`src/sv/b24r565_pkg.sv`:
```
// Shared constants, status codes and types of the BMP24 to RGB565 stream block.
// No dependencies; every other file imports this package.
`default_nettype none

package b24r565_pkg;

  // Largest image side accepted, independent of the screen registers
  localparam int MAX_DIM   = 1024;
  localparam int DIM_W     = $clog2(MAX_DIM + 1);
  localparam int CFG_W     = 11;
  localparam int IMG_W     = (DIM_W > CFG_W) ? DIM_W : CFG_W;
  localparam int CRD_W     = 10;
  localparam int COLOR_W   = 16;
  localparam int STAT_W    = 3;
  localparam int CFG_IDX_W = 1;

  // Header layout (byte positions in the file)
  localparam int HDR_LEN    = 54;
  localparam int POS_OFFSET = 10;
  localparam int POS_WIDTH  = 18;
  localparam int POS_HEIGHT = 22;
  localparam int POS_DEPTH  = 28;
  localparam int POS_LAST   = HDR_LEN - 1;

  localparam logic [7:0]  SIG_B  = 8'h42;
  localparam logic [7:0]  SIG_M  = 8'h4D;
  localparam logic [15:0] BPP_24 = 16'd24;

  // Result status codes
  localparam logic [STAT_W-1:0] ST_PIXEL   = 3'd0;
  localparam logic [STAT_W-1:0] ST_SIG     = 3'd1;
  localparam logic [STAT_W-1:0] ST_DEPTH   = 3'd2;
  localparam logic [STAT_W-1:0] ST_LARGE   = 3'd3;
  localparam logic [STAT_W-1:0] ST_TRUNC   = 3'd4;
  localparam logic [STAT_W-1:0] ST_BADSIZE = 3'd5;

  // Configuration register indexes and reset values
  localparam logic [CFG_IDX_W-1:0] CFG_MAX_WIDTH  = 1'b0;
  localparam logic [CFG_IDX_W-1:0] CFG_MAX_HEIGHT = 1'b1;
  localparam logic [CFG_W-1:0]     CFG_WIDTH_RST  = 11'd320;
  localparam logic [CFG_W-1:0]     CFG_HEIGHT_RST = 11'd240;

  // Queue between parser and output stage (power of two)
  localparam int QDEPTH = 2;
  localparam int QPTR_W = $clog2(QDEPTH);
  localparam int QCNT_W = $clog2(QDEPTH + 1);

  typedef struct packed {
    logic [CFG_W-1:0] max_width;
    logic [CFG_W-1:0] max_height;
  } cfg_t;

  // One classified result on its way to the output stage
  typedef struct packed {
    logic [STAT_W-1:0] status;
    logic [CRD_W-1:0]  px;
    logic [CRD_W-1:0]  py;
    logic [7:0]        red;
    logic [7:0]        green;
    logic [7:0]        blue;
    logic              last;
    logic [CFG_W-1:0]  img_w;
    logic [CFG_W-1:0]  img_h;
  } tok_t;

endpackage

`default_nettype wire

```
`src/sv/b24r565_if.sv`:
```
// Handshake interfaces of the byte input channel and the pixel result channel.
// Depends on b24r565_pkg for the field widths.
`default_nettype none

interface b24r565_in_if import b24r565_pkg::*; ();
  logic       valid;
  logic       ready;
  logic [7:0] data_byte;
  logic       first_byte;
  logic       final_byte;

  modport source (output valid, data_byte, first_byte, final_byte, input ready);
  modport sink   (input valid, data_byte, first_byte, final_byte, output ready);
endinterface

interface b24r565_out_if import b24r565_pkg::*; ();
  logic               valid;
  logic               ready;
  logic [STAT_W-1:0]  status;
  logic [CRD_W-1:0]   pixel_x;
  logic [CRD_W-1:0]   pixel_y;
  logic [CRD_W-1:0]   screen_x;
  logic [CRD_W-1:0]   screen_y;
  logic [COLOR_W-1:0] color;
  logic               last_pixel;

  modport source (output valid, status, pixel_x, pixel_y, screen_x, screen_y, color,
                  last_pixel, input ready);
  modport sink   (input valid, status, pixel_x, pixel_y, screen_x, screen_y, color,
                  last_pixel, output ready);
endinterface

`default_nettype wire

```
`src/sv/b24r565_front.sv`:
```
// Parser front end: takes file bytes, walks header, skip, pixel and pad phases,
// and pushes one classified item per pixel or error. Uses b24r565_pkg, b24r565_if.
`default_nettype none

module b24r565_front import b24r565_pkg::*; (
  input  logic           clk,
  input  logic           rst_n,
  b24r565_in_if.sink     in_bus,
  input  cfg_t           cfg,
  input  logic           q_full,
  output logic           q_push,
  output tok_t           q_tok
);

  localparam logic [2:0] PH_HEADER = 3'd0;
  localparam logic [2:0] PH_SKIP   = 3'd1;
  localparam logic [2:0] PH_PIXEL  = 3'd2;
  localparam logic [2:0] PH_PAD    = 3'd3;
  localparam logic [2:0] PH_IDLE   = 3'd4;

  logic             accept;
  logic [2:0]       phase_r, phase_nxt;
  logic [31:0]      pos_r, pos_nxt;
  logic [31:0]      offset_r, offset_nxt;
  logic [31:0]      width_r, width_nxt;
  logic [31:0]      height_r, height_nxt;
  logic [15:0]      depth_r, depth_nxt;
  logic [IMG_W-1:0] col_r, col_nxt;
  logic [IMG_W-1:0] rows_r, rows_nxt;
  logic [1:0]       comp_r, comp_nxt;
  logic [1:0]       pad_r, pad_nxt;
  logic [7:0]       blue_r, blue_nxt;
  logic [7:0]       green_r, green_nxt;

  logic [STAT_W-1:0] hdr_code;
  logic              w_big, h_big, w_bad, h_bad;

  assign in_bus.ready = !q_full;
  assign accept       = in_bus.valid & in_bus.ready;

  // Header checks on the gathered fields, in priority order
  always_comb begin
    w_big = !width_r[31] && ((width_r[30:0] > 31'(cfg.max_width)) ||
                             (width_r[30:0] > 31'(MAX_DIM)));
    h_big = !height_r[31] && ((height_r[30:0] > 31'(cfg.max_height)) ||
                              (height_r[30:0] > 31'(MAX_DIM)));
    w_bad = width_r[31] || (width_r == '0);
    h_bad = height_r[31] || (height_r == '0);
    priority if (depth_r != BPP_24)            hdr_code = ST_DEPTH;
    else if (w_big || h_big)                  hdr_code = ST_LARGE;
    else if (w_bad || h_bad)                  hdr_code = ST_BADSIZE;
    else if (offset_r < 32'(HDR_LEN))         hdr_code = ST_BADSIZE;
    else                                      hdr_code = ST_PIXEL;
  end

  always_comb begin
    logic [2:0]       cur_phase;
    logic [31:0]      cur_pos;
    logic [7:0]       b;
    logic             fin;
    logic             push_c;
    logic [1:0]       lane;
    logic [IMG_W-1:0] col_inc;
    logic [IMG_W-1:0] rows_dec;
    logic [IMG_W-1:0] rows_after;
    logic             wrap;
    logic             last;
    tok_t             tok;

    b         = in_bus.data_byte;
    fin       = in_bus.final_byte;
    cur_phase = in_bus.first_byte ? PH_HEADER : phase_r;
    cur_pos   = in_bus.first_byte ? '0 : pos_r;

    phase_nxt  = cur_phase;
    pos_nxt    = cur_pos;
    offset_nxt = offset_r;
    width_nxt  = width_r;
    height_nxt = height_r;
    depth_nxt  = depth_r;
    col_nxt    = col_r;
    rows_nxt   = rows_r;
    comp_nxt   = comp_r;
    pad_nxt    = pad_r;
    blue_nxt   = blue_r;
    green_nxt  = green_r;
    push_c     = 1'b0;
    tok        = '0;
    lane       = '0;
    col_inc    = col_r + IMG_W'(1);
    rows_dec   = rows_r - IMG_W'(1);
    wrap       = (col_inc == width_r[IMG_W-1:0]);
    rows_after = wrap ? rows_dec : rows_r;
    last       = (rows_after == '0);

    unique case (cur_phase)
      PH_HEADER: begin
        pos_nxt = cur_pos + 32'd1;
        if ((cur_pos == 32'd0 && b != SIG_B) || (cur_pos == 32'd1 && b != SIG_M)) begin
          push_c     = 1'b1;
          tok.status = ST_SIG;
          phase_nxt  = PH_IDLE;
        end else begin
          if (cur_pos >= 32'(POS_OFFSET) && cur_pos < 32'(POS_OFFSET + 4)) begin
            lane = 2'(cur_pos - 32'(POS_OFFSET));
            offset_nxt[{lane, 3'b000} +: 8] = b;
          end
          if (cur_pos >= 32'(POS_WIDTH) && cur_pos < 32'(POS_WIDTH + 4)) begin
            lane = 2'(cur_pos - 32'(POS_WIDTH));
            width_nxt[{lane, 3'b000} +: 8] = b;
          end
          if (cur_pos >= 32'(POS_HEIGHT) && cur_pos < 32'(POS_HEIGHT + 4)) begin
            lane = 2'(cur_pos - 32'(POS_HEIGHT));
            height_nxt[{lane, 3'b000} +: 8] = b;
          end
          if (cur_pos == 32'(POS_DEPTH))     depth_nxt[7:0]  = b;
          if (cur_pos == 32'(POS_DEPTH + 1)) depth_nxt[15:8] = b;
          if (cur_pos == 32'(POS_LAST) && hdr_code != ST_PIXEL) begin
            push_c     = 1'b1;
            tok.status = hdr_code;
            phase_nxt  = PH_IDLE;
          end else begin
            if (cur_pos == 32'(POS_LAST)) begin
              rows_nxt  = height_r[IMG_W-1:0];
              col_nxt   = '0;
              comp_nxt  = '0;
              phase_nxt = (offset_r == 32'(HDR_LEN)) ? PH_PIXEL : PH_SKIP;
            end
            if (fin) begin
              push_c     = 1'b1;
              tok.status = ST_TRUNC;
              phase_nxt  = PH_IDLE;
            end
          end
        end
      end
      PH_SKIP: begin
        pos_nxt = pos_r + 32'd1;
        if (pos_nxt == offset_r) phase_nxt = PH_PIXEL;
        if (fin) begin
          push_c     = 1'b1;
          tok.status = ST_TRUNC;
          phase_nxt  = PH_IDLE;
        end
      end
      PH_PIXEL: begin
        if (comp_r == 2'd0 || comp_r == 2'd1) begin
          if (comp_r == 2'd0) begin
            blue_nxt = b;
            comp_nxt = 2'd1;
          end else begin
            green_nxt = b;
            comp_nxt  = 2'd2;
          end
          if (fin) begin
            push_c     = 1'b1;
            tok.status = ST_TRUNC;
            phase_nxt  = PH_IDLE;
          end
        end else begin
          // Third byte of the triple completes a pixel
          comp_nxt = 2'd0;
          col_nxt  = wrap ? '0 : col_inc;
          rows_nxt = rows_after;
          if (wrap) begin
            pad_nxt = width_r[1:0];
            if (width_r[1:0] != 2'd0) phase_nxt = PH_PAD;
          end
          if (last) phase_nxt = PH_IDLE;
          push_c = 1'b1;
          if (fin && !last) begin
            tok.status = ST_TRUNC;
            phase_nxt  = PH_IDLE;
          end else begin
            tok.status = ST_PIXEL;
            tok.px     = col_r[CRD_W-1:0];
            tok.py     = rows_dec[CRD_W-1:0];
            tok.red    = b;
            tok.green  = green_r;
            tok.blue   = blue_r;
            tok.last   = last;
            tok.img_w  = width_r[CFG_W-1:0];
            tok.img_h  = height_r[CFG_W-1:0];
          end
        end
      end
      PH_PAD: begin
        pad_nxt = pad_r - 2'd1;
        if (pad_nxt == 2'd0) phase_nxt = PH_PIXEL;
        if (fin) begin
          push_c     = 1'b1;
          tok.status = ST_TRUNC;
          phase_nxt  = PH_IDLE;
        end
      end
      default: begin
        // Idle after an error or the last pixel: drop bytes
        phase_nxt = cur_phase;
      end
    endcase

    q_push = accept & push_c;
    q_tok  = tok;
  end

  always_ff @(posedge clk) begin
    if (!rst_n) begin
      phase_r <= PH_HEADER;
      pos_r   <= '0;
      col_r   <= '0;
      rows_r  <= '0;
      comp_r  <= '0;
      pad_r   <= '0;
    end else if (accept) begin
      phase_r <= phase_nxt;
      pos_r   <= pos_nxt;
      col_r   <= col_nxt;
      rows_r  <= rows_nxt;
      comp_r  <= comp_nxt;
      pad_r   <= pad_nxt;
    end
  end

  // Header words are fully rewritten before they are checked
  always_ff @(posedge clk) begin
    if (accept) begin
      offset_r <= offset_nxt;
      width_r  <= width_nxt;
      height_r <= height_nxt;
      depth_r  <= depth_nxt;
      blue_r   <= blue_nxt;
      green_r  <= green_nxt;
    end
  end

endmodule

`default_nettype wire

```
`src/sv/b24r565_queue.sv`:
```
// Short register queue of classified items between parser and output stage.
// Uses b24r565_pkg for the item type and depth.
`default_nettype none

module b24r565_queue import b24r565_pkg::*; (
  input  logic clk,
  input  logic rst_n,
  input  logic push,
  input  tok_t push_tok,
  output logic full,
  input  logic pop,
  output tok_t pop_tok,
  output logic empty
);

  tok_t              mem_r [QDEPTH];
  logic [QPTR_W-1:0] wr_ptr_r, wr_ptr_nxt;
  logic [QPTR_W-1:0] rd_ptr_r, rd_ptr_nxt;
  logic [QCNT_W-1:0] cnt_r, cnt_nxt;

  assign full    = (cnt_r == QCNT_W'(QDEPTH));
  assign empty   = (cnt_r == '0);
  assign pop_tok = mem_r[rd_ptr_r];

  always_comb begin
    wr_ptr_nxt = push ? wr_ptr_r + QPTR_W'(1) : wr_ptr_r;
    rd_ptr_nxt = pop  ? rd_ptr_r + QPTR_W'(1) : rd_ptr_r;
    cnt_nxt    = cnt_r + QCNT_W'(push) - QCNT_W'(pop);
  end

  always_ff @(posedge clk) begin
    if (!rst_n) begin
      wr_ptr_r <= '0;
      rd_ptr_r <= '0;
      cnt_r    <= '0;
    end else begin
      wr_ptr_r <= wr_ptr_nxt;
      rd_ptr_r <= rd_ptr_nxt;
      cnt_r    <= cnt_nxt;
    end
  end

  always_ff @(posedge clk) begin
    if (push) mem_r[wr_ptr_r] <= push_tok;
  end

endmodule

`default_nettype wire

```
`src/sv/b24r565_back.sv`:
```
// Output stage: packs RGB565, centers coordinates on the screen and holds the
// result in an output register. Uses b24r565_pkg and b24r565_if.
`default_nettype none

module b24r565_back import b24r565_pkg::*; (
  input  logic        clk,
  input  logic        rst_n,
  input  cfg_t        cfg,
  input  logic        q_empty,
  input  tok_t        q_tok,
  output logic        q_pop,
  b24r565_out_if.source out_bus
);

  logic               out_valid_r, out_valid_nxt;
  logic [STAT_W-1:0]  status_r;
  logic [CRD_W-1:0]   px_r, py_r, sx_r, sy_r;
  logic [COLOR_W-1:0] color_r;
  logic               last_r;

  logic [CFG_W-1:0]   diff_w, diff_h;
  logic [CRD_W-1:0]   sx_c, sy_c;
  logic [COLOR_W-1:0] color_c;
  logic               is_pix;

  assign q_pop = !q_empty && (!out_valid_r || out_bus.ready);

  always_comb begin
    is_pix  = (q_tok.status == ST_PIXEL);
    diff_w  = cfg.max_width - q_tok.img_w;
    diff_h  = cfg.max_height - q_tok.img_h;
    sx_c    = diff_w[CRD_W:1] + q_tok.px;
    sy_c    = diff_h[CRD_W:1] + q_tok.py;
    color_c = {q_tok.red[7:3], q_tok.green[7:2], q_tok.blue[7:3]};
    if (q_pop) begin
      out_valid_nxt = 1'b1;
    end else if (out_bus.ready) begin
      out_valid_nxt = 1'b0;
    end else begin
      out_valid_nxt = out_valid_r;
    end
  end

  always_ff @(posedge clk) begin
    if (!rst_n) begin
      out_valid_r <= 1'b0;
    end else begin
      out_valid_r <= out_valid_nxt;
    end
  end

  // Error items carry zero in every field but status
  always_ff @(posedge clk) begin
    if (q_pop) begin
      status_r <= q_tok.status;
      px_r     <= is_pix ? q_tok.px : '0;
      py_r     <= is_pix ? q_tok.py : '0;
      sx_r     <= is_pix ? sx_c : '0;
      sy_r     <= is_pix ? sy_c : '0;
      color_r  <= is_pix ? color_c : '0;
      last_r   <= is_pix & q_tok.last;
    end
  end

  assign out_bus.valid      = out_valid_r;
  assign out_bus.status     = status_r;
  assign out_bus.pixel_x    = px_r;
  assign out_bus.pixel_y    = py_r;
  assign out_bus.screen_x   = sx_r;
  assign out_bus.screen_y   = sy_r;
  assign out_bus.color      = color_r;
  assign out_bus.last_pixel = last_r;

endmodule

`default_nettype wire

```
`src/sv/bmp24_to_rgb565_stream.sv`:
```
// BMP24 to RGB565 stream converter, top level.
// Input channel in_bus: one file byte per item, first_byte restarts the parser,
// final_byte marks the last byte supplied. Output channel out_bus: one item per
// decoded pixel (status 0) or one error item (status 1..5) that ends the file.
// Configuration port cfg_*: index 0 sets max_width, index 1 max_height; both
// bound the accepted image size and center the image on the screen.
// Throughput: one byte per clock while in_bus.ready is high; a pixel appears
// every third pixel byte. The parser pushes each result into a two-entry queue
// at the edge that accepts the byte completing it; the output stage pops it into
// the output register once that register is empty or out_bus.ready is high.
// Reset: screen size 320 x 240, parser waits for byte 0 of a file, queue and
// output register are empty.
// Stall: while out_bus.ready is low the output register holds; the queue takes
// up to two more results, then in_bus.ready drops until an entry leaves the queue.
// Uses b24r565_pkg, b24r565_if, b24r565_front, b24r565_queue, b24r565_back.
`default_nettype none

module bmp24_to_rgb565_stream import b24r565_pkg::*; (
  input  logic                 clk,
  input  logic                 rst_n,
  b24r565_in_if.sink           in_bus,
  b24r565_out_if.source        out_bus,
  input  logic                 cfg_we,
  input  logic [CFG_IDX_W-1:0] cfg_index,
  input  logic [CFG_W-1:0]     cfg_data
);

  cfg_t cfg_r, cfg_nxt;
  logic q_push, q_full, q_pop, q_empty;
  tok_t push_tok, pop_tok;

  always_comb begin
    cfg_nxt = cfg_r;
    if (cfg_we) begin
      unique case (cfg_index)
        CFG_MAX_WIDTH:  cfg_nxt.max_width  = cfg_data;
        CFG_MAX_HEIGHT: cfg_nxt.max_height = cfg_data;
      endcase
    end
  end

  always_ff @(posedge clk) begin
    if (!rst_n) begin
      cfg_r.max_width  <= CFG_WIDTH_RST;
      cfg_r.max_height <= CFG_HEIGHT_RST;
    end else begin
      cfg_r <= cfg_nxt;
    end
  end

  b24r565_front u_front (
    .clk    (clk),
    .rst_n  (rst_n),
    .in_bus (in_bus),
    .cfg    (cfg_r),
    .q_full (q_full),
    .q_push (q_push),
    .q_tok  (push_tok)
  );

  b24r565_queue u_queue (
    .clk      (clk),
    .rst_n    (rst_n),
    .push     (q_push),
    .push_tok (push_tok),
    .full     (q_full),
    .pop      (q_pop),
    .pop_tok  (pop_tok),
    .empty    (q_empty)
  );

  b24r565_back u_back (
    .clk     (clk),
    .rst_n   (rst_n),
    .cfg     (cfg_r),
    .q_empty (q_empty),
    .q_tok   (pop_tok),
    .q_pop   (q_pop),
    .out_bus (out_bus)
  );

endmodule

`default_nettype wire
```
`src/flat_wrapper.sv`:
```
// flat-port wrapper written by rule: the top's interface ports become plain ports
module bmp24_to_rgb565_stream_flat import b24r565_pkg::*;
  (clk, rst_n, cfg_we, cfg_index, cfg_data, in_bus_valid, in_bus_data_byte, in_bus_first_byte, in_bus_final_byte, in_bus_ready, out_bus_valid, out_bus_status, out_bus_pixel_x, out_bus_pixel_y, out_bus_screen_x, out_bus_screen_y, out_bus_color, out_bus_last_pixel, out_bus_ready);
  b24r565_in_if in_bus_i ();
  b24r565_out_if out_bus_i ();
  input  logic clk;
  input  logic rst_n;
  input  logic cfg_we;
  input  logic [CFG_IDX_W-1:0] cfg_index;
  input  logic [CFG_W-1:0] cfg_data;
  input wire logic [$bits(in_bus_i.valid)-1:0] in_bus_valid;
  input wire logic [$bits(in_bus_i.data_byte)-1:0] in_bus_data_byte;
  input wire logic [$bits(in_bus_i.first_byte)-1:0] in_bus_first_byte;
  input wire logic [$bits(in_bus_i.final_byte)-1:0] in_bus_final_byte;
  output wire logic [$bits(in_bus_i.ready)-1:0] in_bus_ready;
  output wire logic [$bits(out_bus_i.valid)-1:0] out_bus_valid;
  output wire logic [$bits(out_bus_i.status)-1:0] out_bus_status;
  output wire logic [$bits(out_bus_i.pixel_x)-1:0] out_bus_pixel_x;
  output wire logic [$bits(out_bus_i.pixel_y)-1:0] out_bus_pixel_y;
  output wire logic [$bits(out_bus_i.screen_x)-1:0] out_bus_screen_x;
  output wire logic [$bits(out_bus_i.screen_y)-1:0] out_bus_screen_y;
  output wire logic [$bits(out_bus_i.color)-1:0] out_bus_color;
  output wire logic [$bits(out_bus_i.last_pixel)-1:0] out_bus_last_pixel;
  input wire logic [$bits(out_bus_i.ready)-1:0] out_bus_ready;
  assign in_bus_i.valid = in_bus_valid;
  assign in_bus_i.data_byte = in_bus_data_byte;
  assign in_bus_i.first_byte = in_bus_first_byte;
  assign in_bus_i.final_byte = in_bus_final_byte;
  assign in_bus_ready = in_bus_i.ready;
  assign out_bus_valid = out_bus_i.valid;
  assign out_bus_status = out_bus_i.status;
  assign out_bus_pixel_x = out_bus_i.pixel_x;
  assign out_bus_pixel_y = out_bus_i.pixel_y;
  assign out_bus_screen_x = out_bus_i.screen_x;
  assign out_bus_screen_y = out_bus_i.screen_y;
  assign out_bus_color = out_bus_i.color;
  assign out_bus_last_pixel = out_bus_i.last_pixel;
  assign out_bus_i.ready = out_bus_ready;
  bmp24_to_rgb565_stream u_core (.clk(clk), .rst_n(rst_n), .in_bus(in_bus_i), .out_bus(out_bus_i), .cfg_we(cfg_we), .cfg_index(cfg_index), .cfg_data(cfg_data));
endmodule
```
`config.mk`:
```
export PLATFORM = sky130hd
export DESIGN_NAME = bmp24_to_rgb565_stream_flat
export DESIGN_NICKNAME = d
export VERILOG_FILES = /design/src/sv/b24r565_pkg.sv /design/src/sv/b24r565_if.sv /design/src/sv/b24r565_front.sv /design/src/sv/b24r565_queue.sv /design/src/sv/b24r565_back.sv /design/src/sv/bmp24_to_rgb565_stream.sv /design/src/flat_wrapper.sv
export SDC_FILE = /design/constraint.sdc
export NUM_CORES = 1
export LEC_CHECK = 0
export BUFFER_PORTS_ARGS = -buffer_cell sky130_fd_sc_hd__buf_2
export CAP_MARGIN = 40
export CORE_MARGIN = 2
export CORE_UTILIZATION = 60
export CTS_CLUSTER_DIAMETER = 40
export DETAILED_ROUTE_END_ITERATION = 8
export GPL_TIMING_DRIVEN = 0
export PLACE_DENSITY = 0.81
export RECOVER_POWER = 100
export SYNTH_ARGS = -nofsm -noshare
export SYNTH_HDL_FRONTEND = slang
export SYNTH_HIERARCHICAL = 1
export SYNTH_SLANG_ARGS = --single-unit
```
`constraint.sdc`:
```
create_clock -name clk -period 14.7 [get_ports clk]
set_clock_uncertainty 0.15 [all_clocks]
set_input_delay 1.47 -clock clk [delete_from_list [all_inputs] [get_ports clk]]
set_output_delay 1.47 -clock clk [all_outputs]
set_load 0.02 [all_outputs]
```
* Yosys cells after proc, flatten, opt, wreduce, memory -nomap -nowiden
Memories as Yosys holds them, arrays and structs flattened. A register that Yosys moved wholly into a read port is not among the register bits. Index checks and enable logic that the tools add are counted.
Storage, ports and cells: register bits 276, bits in latches 0, logic and storage cells 208, bits in read-only memories 0, RAM bits 140, memories kept 1
Cells by class: $mul 0, shift operators 6, reduce and logical (&&, ||, !) cells 52, $lt $le $gt $ge 11, equal/unequal tests 20, div/mod/pow operators 0, mux-type cells 67, add/sub/neg operators 19, bitwise operators 6
Memories:
- u_core.u_queue.mem_r | words 2, bits a word 70, read ports 1, clocked after Yosys merged registers in 1, write ports 1, RTL line b24r565_queue.sv:16 | tok_t mem_r [QDEPTH];
Operator list (count):
- $mux 67 | 3
- $mux 11 | 10
- $bwmux 32 | 3
- $logic_not 32->1 | 3
- $shift 8x7->32 const A | 3
- $shiftx 8x7->32 | 3
- $mux 3 | 24
- $add 32x1->32 const B | 2
- $eq 32x5->1 const B | 2
- $eq 32x6->1 const B | 2
- $ge 32x5->1 const B | 2
- $lt 32x5->1 const B | 2
- $pmux 32 s2 | 1
- $gt 31x11->1 | 2
- $gt 31x11->1 const B | 2
- $pmux 11 s2 | 2
- $eq 32x1->1 const B | 1
- $eq 32x32->1 | 1
- $ge 32x4->1 const B | 1
- $lt 32x4->1 const B | 1
- $lt 32x6->1 const B | 1
- $mux 32 | 1
- $reduce_and 4->1 | 8
- $sub 11x11->11 | 2
- other kinds (37) | 99

* Logic depth before layout (Yosys ltp)
Gate-level depths: netlist of run 1.
depth in word-level cells 14, depth in mapped cells 16, depth with buffers taken out 14

* By module
Netlist of run 1, hierarchy kept.
By module, submodules not included:
- b24r565_front | instances 1, area an instance 11954.0 µm², cells each 1339
- b24r565_queue | instances 1, area an instance 5631.7 µm², cells each 239
- b24r565_back | instances 1, area an instance 3826.2 µm², cells each 343
- bmp24_to_rgb565_stream | instances 1, area an instance 895.9 µm², cells each 92

* Worst setup path after synthesis of run 1
Ideal clock, no wire load.
path kind input -> register, start point input in_bus_first_byte, end point memory u_core/u_queue/mem_r[0][0] (netlist name), enable pin, data required time 14.042 ns, buffers on the path 2, setup time 0.508 ns, stages 13, arrival 6.833 ns, slack 7.209 ns, cells stage by stage clkbuf_1 > inv_1 > clkbuf_1 > nand2_1 > inv_1 > ha_1 > nor4b_1 > nand4_1 > or3_1 > nor2_1 > o31ai_1 > a21oi_1 > nor2b_1
Between the ends: cells in the longest elaborated chain, start to end 9
RTL lines:
- start: declaration | RTL line flat_wrapper.sv:13 | input wire logic [$bits(in_bus_i.first_byte)-1:0] in_bus_first_byte;
- $mux 32 | RTL line b24r565_front.sv:73 | cur_pos = in_bus.first_byte ? '0 : pos_r;
- $eq 32x6->1, or another cell as far along | RTL line b24r565_front.sv:118 | if (cur_pos == 32'(POS_LAST) && hdr_code != ST_PIXEL) begin
- $logic_and 1x1->1 (on tied branches) | RTL line b24r565_front.sv:118, b24r565_front.sv:99
- $mux 1 / $logic_or 1x1->1 (equally long branches) | RTL line b24r565_front.sv:118, b24r565_front.sv:99
- $mux 1 | RTL line b24r565_front.sv:99 | if ((cur_pos == 32'd0 && b != SIG_B) || (cur_pos == 32'd1 && b != SIG_M)) begin
- $pmux 1 s3 * | RTL line b24r565_front.sv:96 | unique case (cur_phase)
- $and 1x1->1 * | RTL line b24r565_front.sv:202 | q_push = accept & push_c;
- via u_core.q_push | RTL line bmp24_to_rgb565_stream.sv:29 | logic q_push, q_full, q_pop, q_empty;
- $mux 1 * | RTL line b24r565_queue.sv:44 | if (push) mem_r[wr_ptr_r] <= push_tok;
- $mux 1 (not written as such) * | RTL line b24r565_queue.sv:44
- end: declaration | RTL line b24r565_queue.sv:16
Mark *: on every way through the listed nets, which the timed path passes. The rest lies on a longest branch.

* Worst setup path after layout of run 1
start point input in_bus_first_byte, end point memory u_core/u_queue/mem_r[0][50] (netlist name), enable pin
The elaborated chain is that of the path after synthesis.

==> impl_metrics.tcl, run 1 <==
set metrics [dict create \
    status "finished, violations left" \
    violations "max-capacitance violations, max-slew violations" \
    relSlewSlack -1.91 \
    io_pins 89 \
    ant_nets 0 \
    ctsResizeCount 0 \
    min_period_ns 8.59 \
    core-area_um2 35400 \
    clock_latency_ns 0.62 \
    die_h_um 193 \
    postSynthAreaPerCell_um2 10.9 \
    die_x_um 193 \
    clkTransAtPathRegs_ns 0.06 \
    h-tree-depth 2 \
    postCtsHoldBufs 0 \
    io_buffers 85 \
    wl_per_cell_um 25.0 \
    syn_area_um2 21500 \
    route.met3.wl_mm 5.50 \
    irDropWorstVdd_uv 177 \
    comb_power_share 0.306 \
    antenna_found_initial 0 \
    dieArea_um2 37400 \
    fp-row-count 69 \
    synthesis.nets 2078 \
    crit_start "in_bus_first_byte" \
    intPower_mw 2.68 \
    drt_iter0_drc 1621 \
    min_path_type "reg2reg" \
    p_per_area_nw_per_um2 165 \
    rsz0062_at_grt "false" \
    grt_max_degree 63 \
    drive_gt1_frac 0.113 \
    power.total_mw 4.02 \
    maxCapViolations 5 \
    overflow 0 \
    fin_area_um2 24300 \
    met2_length_mm 31.8 \
    antenna_cells 0 \
    p_switching_mw 1.34 \
    cp.arrival_ns 8.64 \
    leakagePower_nw 8.80 \
    sw_frac_of_total 0.334 \
    cp_max_fo 30 \
    critPathKind "in2reg" \
    grt_pass1_vias 16900 \
    whs_ns 0.329 \
    met1_length_mm 24.8 \
    clockBufferDepth 3 \
    area_growth_pct 13.2 \
    gp_congestion 1.02 \
    vias_per_cell 6.49 \
    synth_warnings 6 \
    cts.sink_count 396 \
    finalMaxSlewViolations 179 \
    seqPwrFrac 0.357 \
    route.top_layer_used "met4" \
    grt_pass1_wl_mm 99.5 \
    post_dp_cell_area_um2 22700 \
    via_count 17100 \
    start_util 0.608 \
    synth_cells 1976 \
    drc 0 \
    grtUsageTotal 0.348 \
    worstHoldStart "u_core/u_front/pad_r[1]$_SDFFE_PN0P_" \
    final_cells 2640 \
    cts_made_buffers 55 \
    routed_wl_mm 66.0 \
    tritoncts "yes" \
    critPathCaptureType "flop" \
    dp_hpwl_mm 48.6 \
    fin_crit_sh 0.584 \
    setup_tns_ns 0 \
    dp.cells 2536 \
    firstDrtPassIters 5 \
    worstPathRequired_ns 14.75 \
    p_clk_frac 0.337 \
    finalNetCount 2234 \
    hold_viol 0 \
    r2r_start "u_core/u_front/pos_r[0]$_SDFFE_PN0P_" \
    post_cts_buffers 0 \
    cts_root_buf "clkbuf_16" \
    cp-start-kind "primary input" \
    setup_viol 0 \
    worst_pin_slew_ns 4.36 \
    max_freq_ghz 0.116 \
]
-- placed cells by master (no fill, tap or decap), types with 71 or more instances in the layout --
| cell type | instances |
|---|---|
| ha_1 | 71 |
| nand2_1 | 150 |
| a21oi_1 | 91 |
| inv_1 | 84 |
| and2_0 | 89 |
| clkbuf_1 | 159 |
| nor2_1 | 155 |
| edfxtp_1 | 307 |
| dfxtp_1 | 89 |
-- flip-flops by register name, indices dropped and copies added (netlist names), 3 cells and up, named ones only --
signal                          flops
u_core/u_back/out_bus.status        3
u_core/cfg_r                       22
u_core/u_front/width_r             32
u_core/u_back/out_bus.screen_x     10
u_core/u_front/rows_r              11
u_core/u_front/height_r            32
u_core/u_front/col_r               11
u_core/u_front/blue_r               5
u_core/u_front/green_r              6
u_core/u_front/depth_r             16
u_core/u_queue/mem_r              124
u_core/u_back/out_bus.pixel_x      10
u_core/u_front/offset_r            32
u_core/u_back/out_bus.screen_y     10
u_core/u_front/pos_r               32
u_core/u_back/out_bus.color        16
u_core/u_back/out_bus.pixel_y      10
u_core/u_front/phase_r              3
-- power by group through the flow --
stage / Clock (mW) / Sequential (mW) / Combinational, mW
2_1_floorplan: 0 / 1.55 / 0.827
3_3_place_gp: 0 / 1.46 / 1.19
3_5_place_dp: 0 / 1.45 / 1.25
4_1_cts: 1.37 / 1.43 / 1.27
5_1_grt: 1.41 / 1.45 / 1.32
6_report: 1.36 / 1.44 / 1.23
-- layout make-up --
| type | count | area, um^2 |
|---|---|---|
| clock inverters | 42 | 493 |
| repair buffers | 99 | 432 |
| plain buffers | 110 | 571 |
| flip-flops and latches | 396 | 11000 |
| well taps | 461 | 577 |
| fillers | 2632 | 11100 |
| clock buffers | 62 | 1430 |
| multi-input cells | 1385 | 9520 |
| inverters | 85 | 319 |
-- critical path, cell delays in order --
cell and delay (ns):
clkbuf_1 0.27, inv_1 0.22, clkbuf_1 0.58, nand2_1 0.31
inv_1 0.26, ha_1 0.30, nor4b_1 0.26, nand4_1 0.14
or3_1 0.45, nor2_1 0.15, o31ai_1 0.09, a21oi_1 0.52
nor2b_1 1.41, clkbuf_1 0.79, clkbuf_1 1.38
-- per-stage QoR --
stage,util,worst slack [ns]
after detailed placement,0.641,8.18
after global placement,0.636,4.97
after floorplan,-,7.57
after global routing,0.688,5.77
final,0.688,6.11
after CTS,0.696,8.79
-- final timing paths --
path	endpoint	slack, ns	cells past startpoint
worst max register to register	u_core/u_queue/mem_r[0][50]$_DFFE_PP_	7.66	13
worst min register to register	u_core/u_front/pad_r[1]$_SDFFE_PN0P_	0.33	2
worst max-delay path	u_core/u_queue/mem_r[0][50]$_DFFE_PP_	6.11	15
worst min-delay path	u_core/u_front/pad_r[1]$_SDFFE_PN0P_	0.33	2
-- per-layer routing --
layer,track usage,vias to the layer above
met2,0.597,987
met4,0.178,0
met3,0.0628,233
met1,0.420,8260
met5,0,-
li1,-,7661
(Power assumes the default switching activity.)
==> run 2, diff against run 1 <==
--- a/config.mk
+++ b/config.mk
@@ -5,14 +5,15 @@
 export SDC_FILE = /design/constraint.sdc
 export NUM_CORES = 1
 export LEC_CHECK = 0
+export ABC_AREA = 1
 export BUFFER_PORTS_ARGS = -buffer_cell sky130_fd_sc_hd__buf_2
 export CAP_MARGIN = 40
 export CORE_MARGIN = 2
-export CORE_UTILIZATION = 60
+export CORE_UTILIZATION = 57
 export CTS_CLUSTER_DIAMETER = 40
 export DETAILED_ROUTE_END_ITERATION = 8
 export GPL_TIMING_DRIVEN = 0
-export PLACE_DENSITY = 0.81
+export PLACE_DENSITY = 0.8
 export RECOVER_POWER = 100
 export SYNTH_ARGS = -nofsm -noshare
 export SYNTH_HDL_FRONTEND = slang
==> constraint.sdc (replaced) <==
create_clock -name clk -period 7.6 [get_ports clk]
set_clock_uncertainty 0.15 [all_clocks]
set_input_delay 0.76 -clock clk [delete_from_list [all_inputs] [get_ports clk]]
set_output_delay 0.76 -clock clk [all_outputs]
set_load 0.02 [all_outputs]
==> run 2 against run 1 <==
  * The flow still finishes with violations (max-capacitance violations, max-slew violations)
  * Non-clock buffer count down 43
  * Core utilization down 4.1 points
  * Sequential cell count unchanged
  * Total power up 110%
  * Worst setup slack worse by 5.0 ns
  * Count of clock-buffer cells in the layout unchanged
==> impl_metrics.tcl, run 2 <==
set metrics [dict create \
    whs_ns 0.239 \
    setup_viol 0 \
    cp-start-kind "primary input" \
    postCtsHoldBufs 0 \
    die_h_um 204 \
    r2r_start "u_core/u_front/col_r[1]$_SDFFE_PN0P_" \
    cts.sink_count 396 \
    io_buffers 88 \
    critPathCaptureType "flop" \
    finalMaxSlewViolations 31 \
    grtUsageTotal 0.320 \
    dieArea_um2 41500 \
    antenna_cells 0 \
    fp-row-count 73 \
    max_freq_ghz 0.154 \
    gp_congestion 1.02 \
    crit_chain "clkbuf_1 > clkbuf_1 > clkbuf_1 > clkbuf_1 > nor2_1 > inv_1 > nand2_1 > inv_1 > clkbuf_1 > clkbuf_1 > a21oi_1 > a21oi_1 > inv_1 > nor2_4 > buf_16 > buf_12" \
    largest_reg_flops 124 \
    mostFrequentLayoutCell "nand2_1" \
    via_count 19300 \
    finalNetCount 2899 \
    clockBufferDepth 3 \
    layout.cells.most_common_list "nand2_1, nor2_1, inv_1, edfxtp_1, nand3_1" \
    min_period_ns 6.51 \
    setup_tns_ns 0 \
    status "finished, violations left" \
    slowest_stage "clkbuf_1" \
    critPathKind "in2reg" \
    min_path_type "in2reg" \
    rsz0062_at_grt "false" \
    power.total_mw 8.52 \
    clkTransAtPathRegs_ns 0.06 \
    tritoncts "yes" \
    final_cells 3369 \
    layout_setup_ws_ns 1.09 \
    leakagePower_nw 10.8 \
    cts_made_buffers 55 \
    p_per_area_nw_per_um2 333 \
    firstDrtPassIters 6 \
    fin_crit_sh 0.857 \
    worst_pin_slew_ns 1.55 \
    synth_warnings 6 \
    postSynthAreaPerCell_um2 8.61 \
    maxCapViolations 1 \
    routed_wl_mm 66.4 \
    grt_max_degree 38 \
    dp_hpwl_mm 50.0 \
    ctsResizeCount 0 \
    core-area_um2 39500 \
    h-tree-depth 2 \
    cp_slowest_stage_delay_ns 0.77 \
    synth_cells 2640 \
    wl_per_cell_um 19.7 \
    syn_area_um2 22700 \
    dp.cells 3263 \
    start_util 0.575 \
    cts_root_buf "clkbuf_16" \
    worstHoldStart "cfg_data[4]" \
    worstPathRequired_ns 7.75 \
    irDropWorstVdd_uv 302 \
    synthesis.nets 2742 \
    crit_start "in_bus_first_byte" \
    die_x_um 204 \
    grt_pass1_vias 18800 \
    io_pins 89 \
    ant_nets 0 \
    drt_iter0_drc 2057 \
    top_register "u_core/u_queue/mem_r" \
    cp_max_fo 30 \
    hold_viol 0 \
    post_cts_buffers 0 \
    post-place-ws_ns 1.67 \
    overflow 0 \
    relSlewSlack -0.0317 \
    drc 0 \
    grt_pass1_wl_mm 101 \
    violations "max-capacitance violations, max-slew violations" \
    cp.arrival_ns 6.66 \
    area_growth_pct 12.6 \
    clock_latency_ns 0.62 \
    critical_path.most_common_cell "clkbuf_1" \
    vias_per_cell 5.74 \
    antenna_found_initial 1 \
    drive_gt1_frac 0.0900 \
]
-- run 2: metal layers --
metal  global-route usage  wire length [um]
met5                    0                 0
met4                0.162              3400
met3               0.0604              5700
met2                0.551             32100
met1                0.384             25200
-- run 2: final cells by class --
class                      count  area (um^2)
buffer                        66          335
clock buffer                  62         1470
clock inverter                42          533
fill                        3304        14000
inverter                     396         1490
multi-input combinational   1782         9650
sequential                   396        11000
tap                          525          657
timing repair buffer         100          453
-- run 2: critical path, delay by kind of cell --
kind | cells | cell delay (ns)
AOI/OAI and AO/OA | 2 | 0.59
and+or+nand+nor | 3 | 0.80
buffers and inverters | 11 | 4.43
-- run 2: worst paths after layout --
check	slack, ns	cells after the start	endpoint
max	1.09	16	u_core/u_queue/mem_r[0][62]$_DFFE_PP_
min	0.24	3	u_core/cfg_r[4]$_SDFFE_PN1P_
max reg2reg	2.37	22	u_core/u_queue/mem_r[0][48]$_DFFE_PP_
min reg2reg	0.34	2	u_core/u_queue/rd_ptr_r$_SDFFE_PN0P_
-- run 2: through the flow --
stage | util | area, um^2
3_3_place_gp | 0.602 | 23800
5_1_grt | 0.647 | 25600
3_5_place_dp | 0.606 | 24000
2_1_floorplan | - | 22700
6_report | 0.647 | 25600
4_1_cts | 0.657 | 26000
-- run 2: report_power, final --
group | total, mW | leakage, nW | internal, mW | switching [mW]
registers | 2.86 | 3.65 | 2.71 | 0.148
logic | 2.93 | 6.20 | 0.970 | 1.97
clock network | 2.72 | 0.967 | 1.69 | 1.03
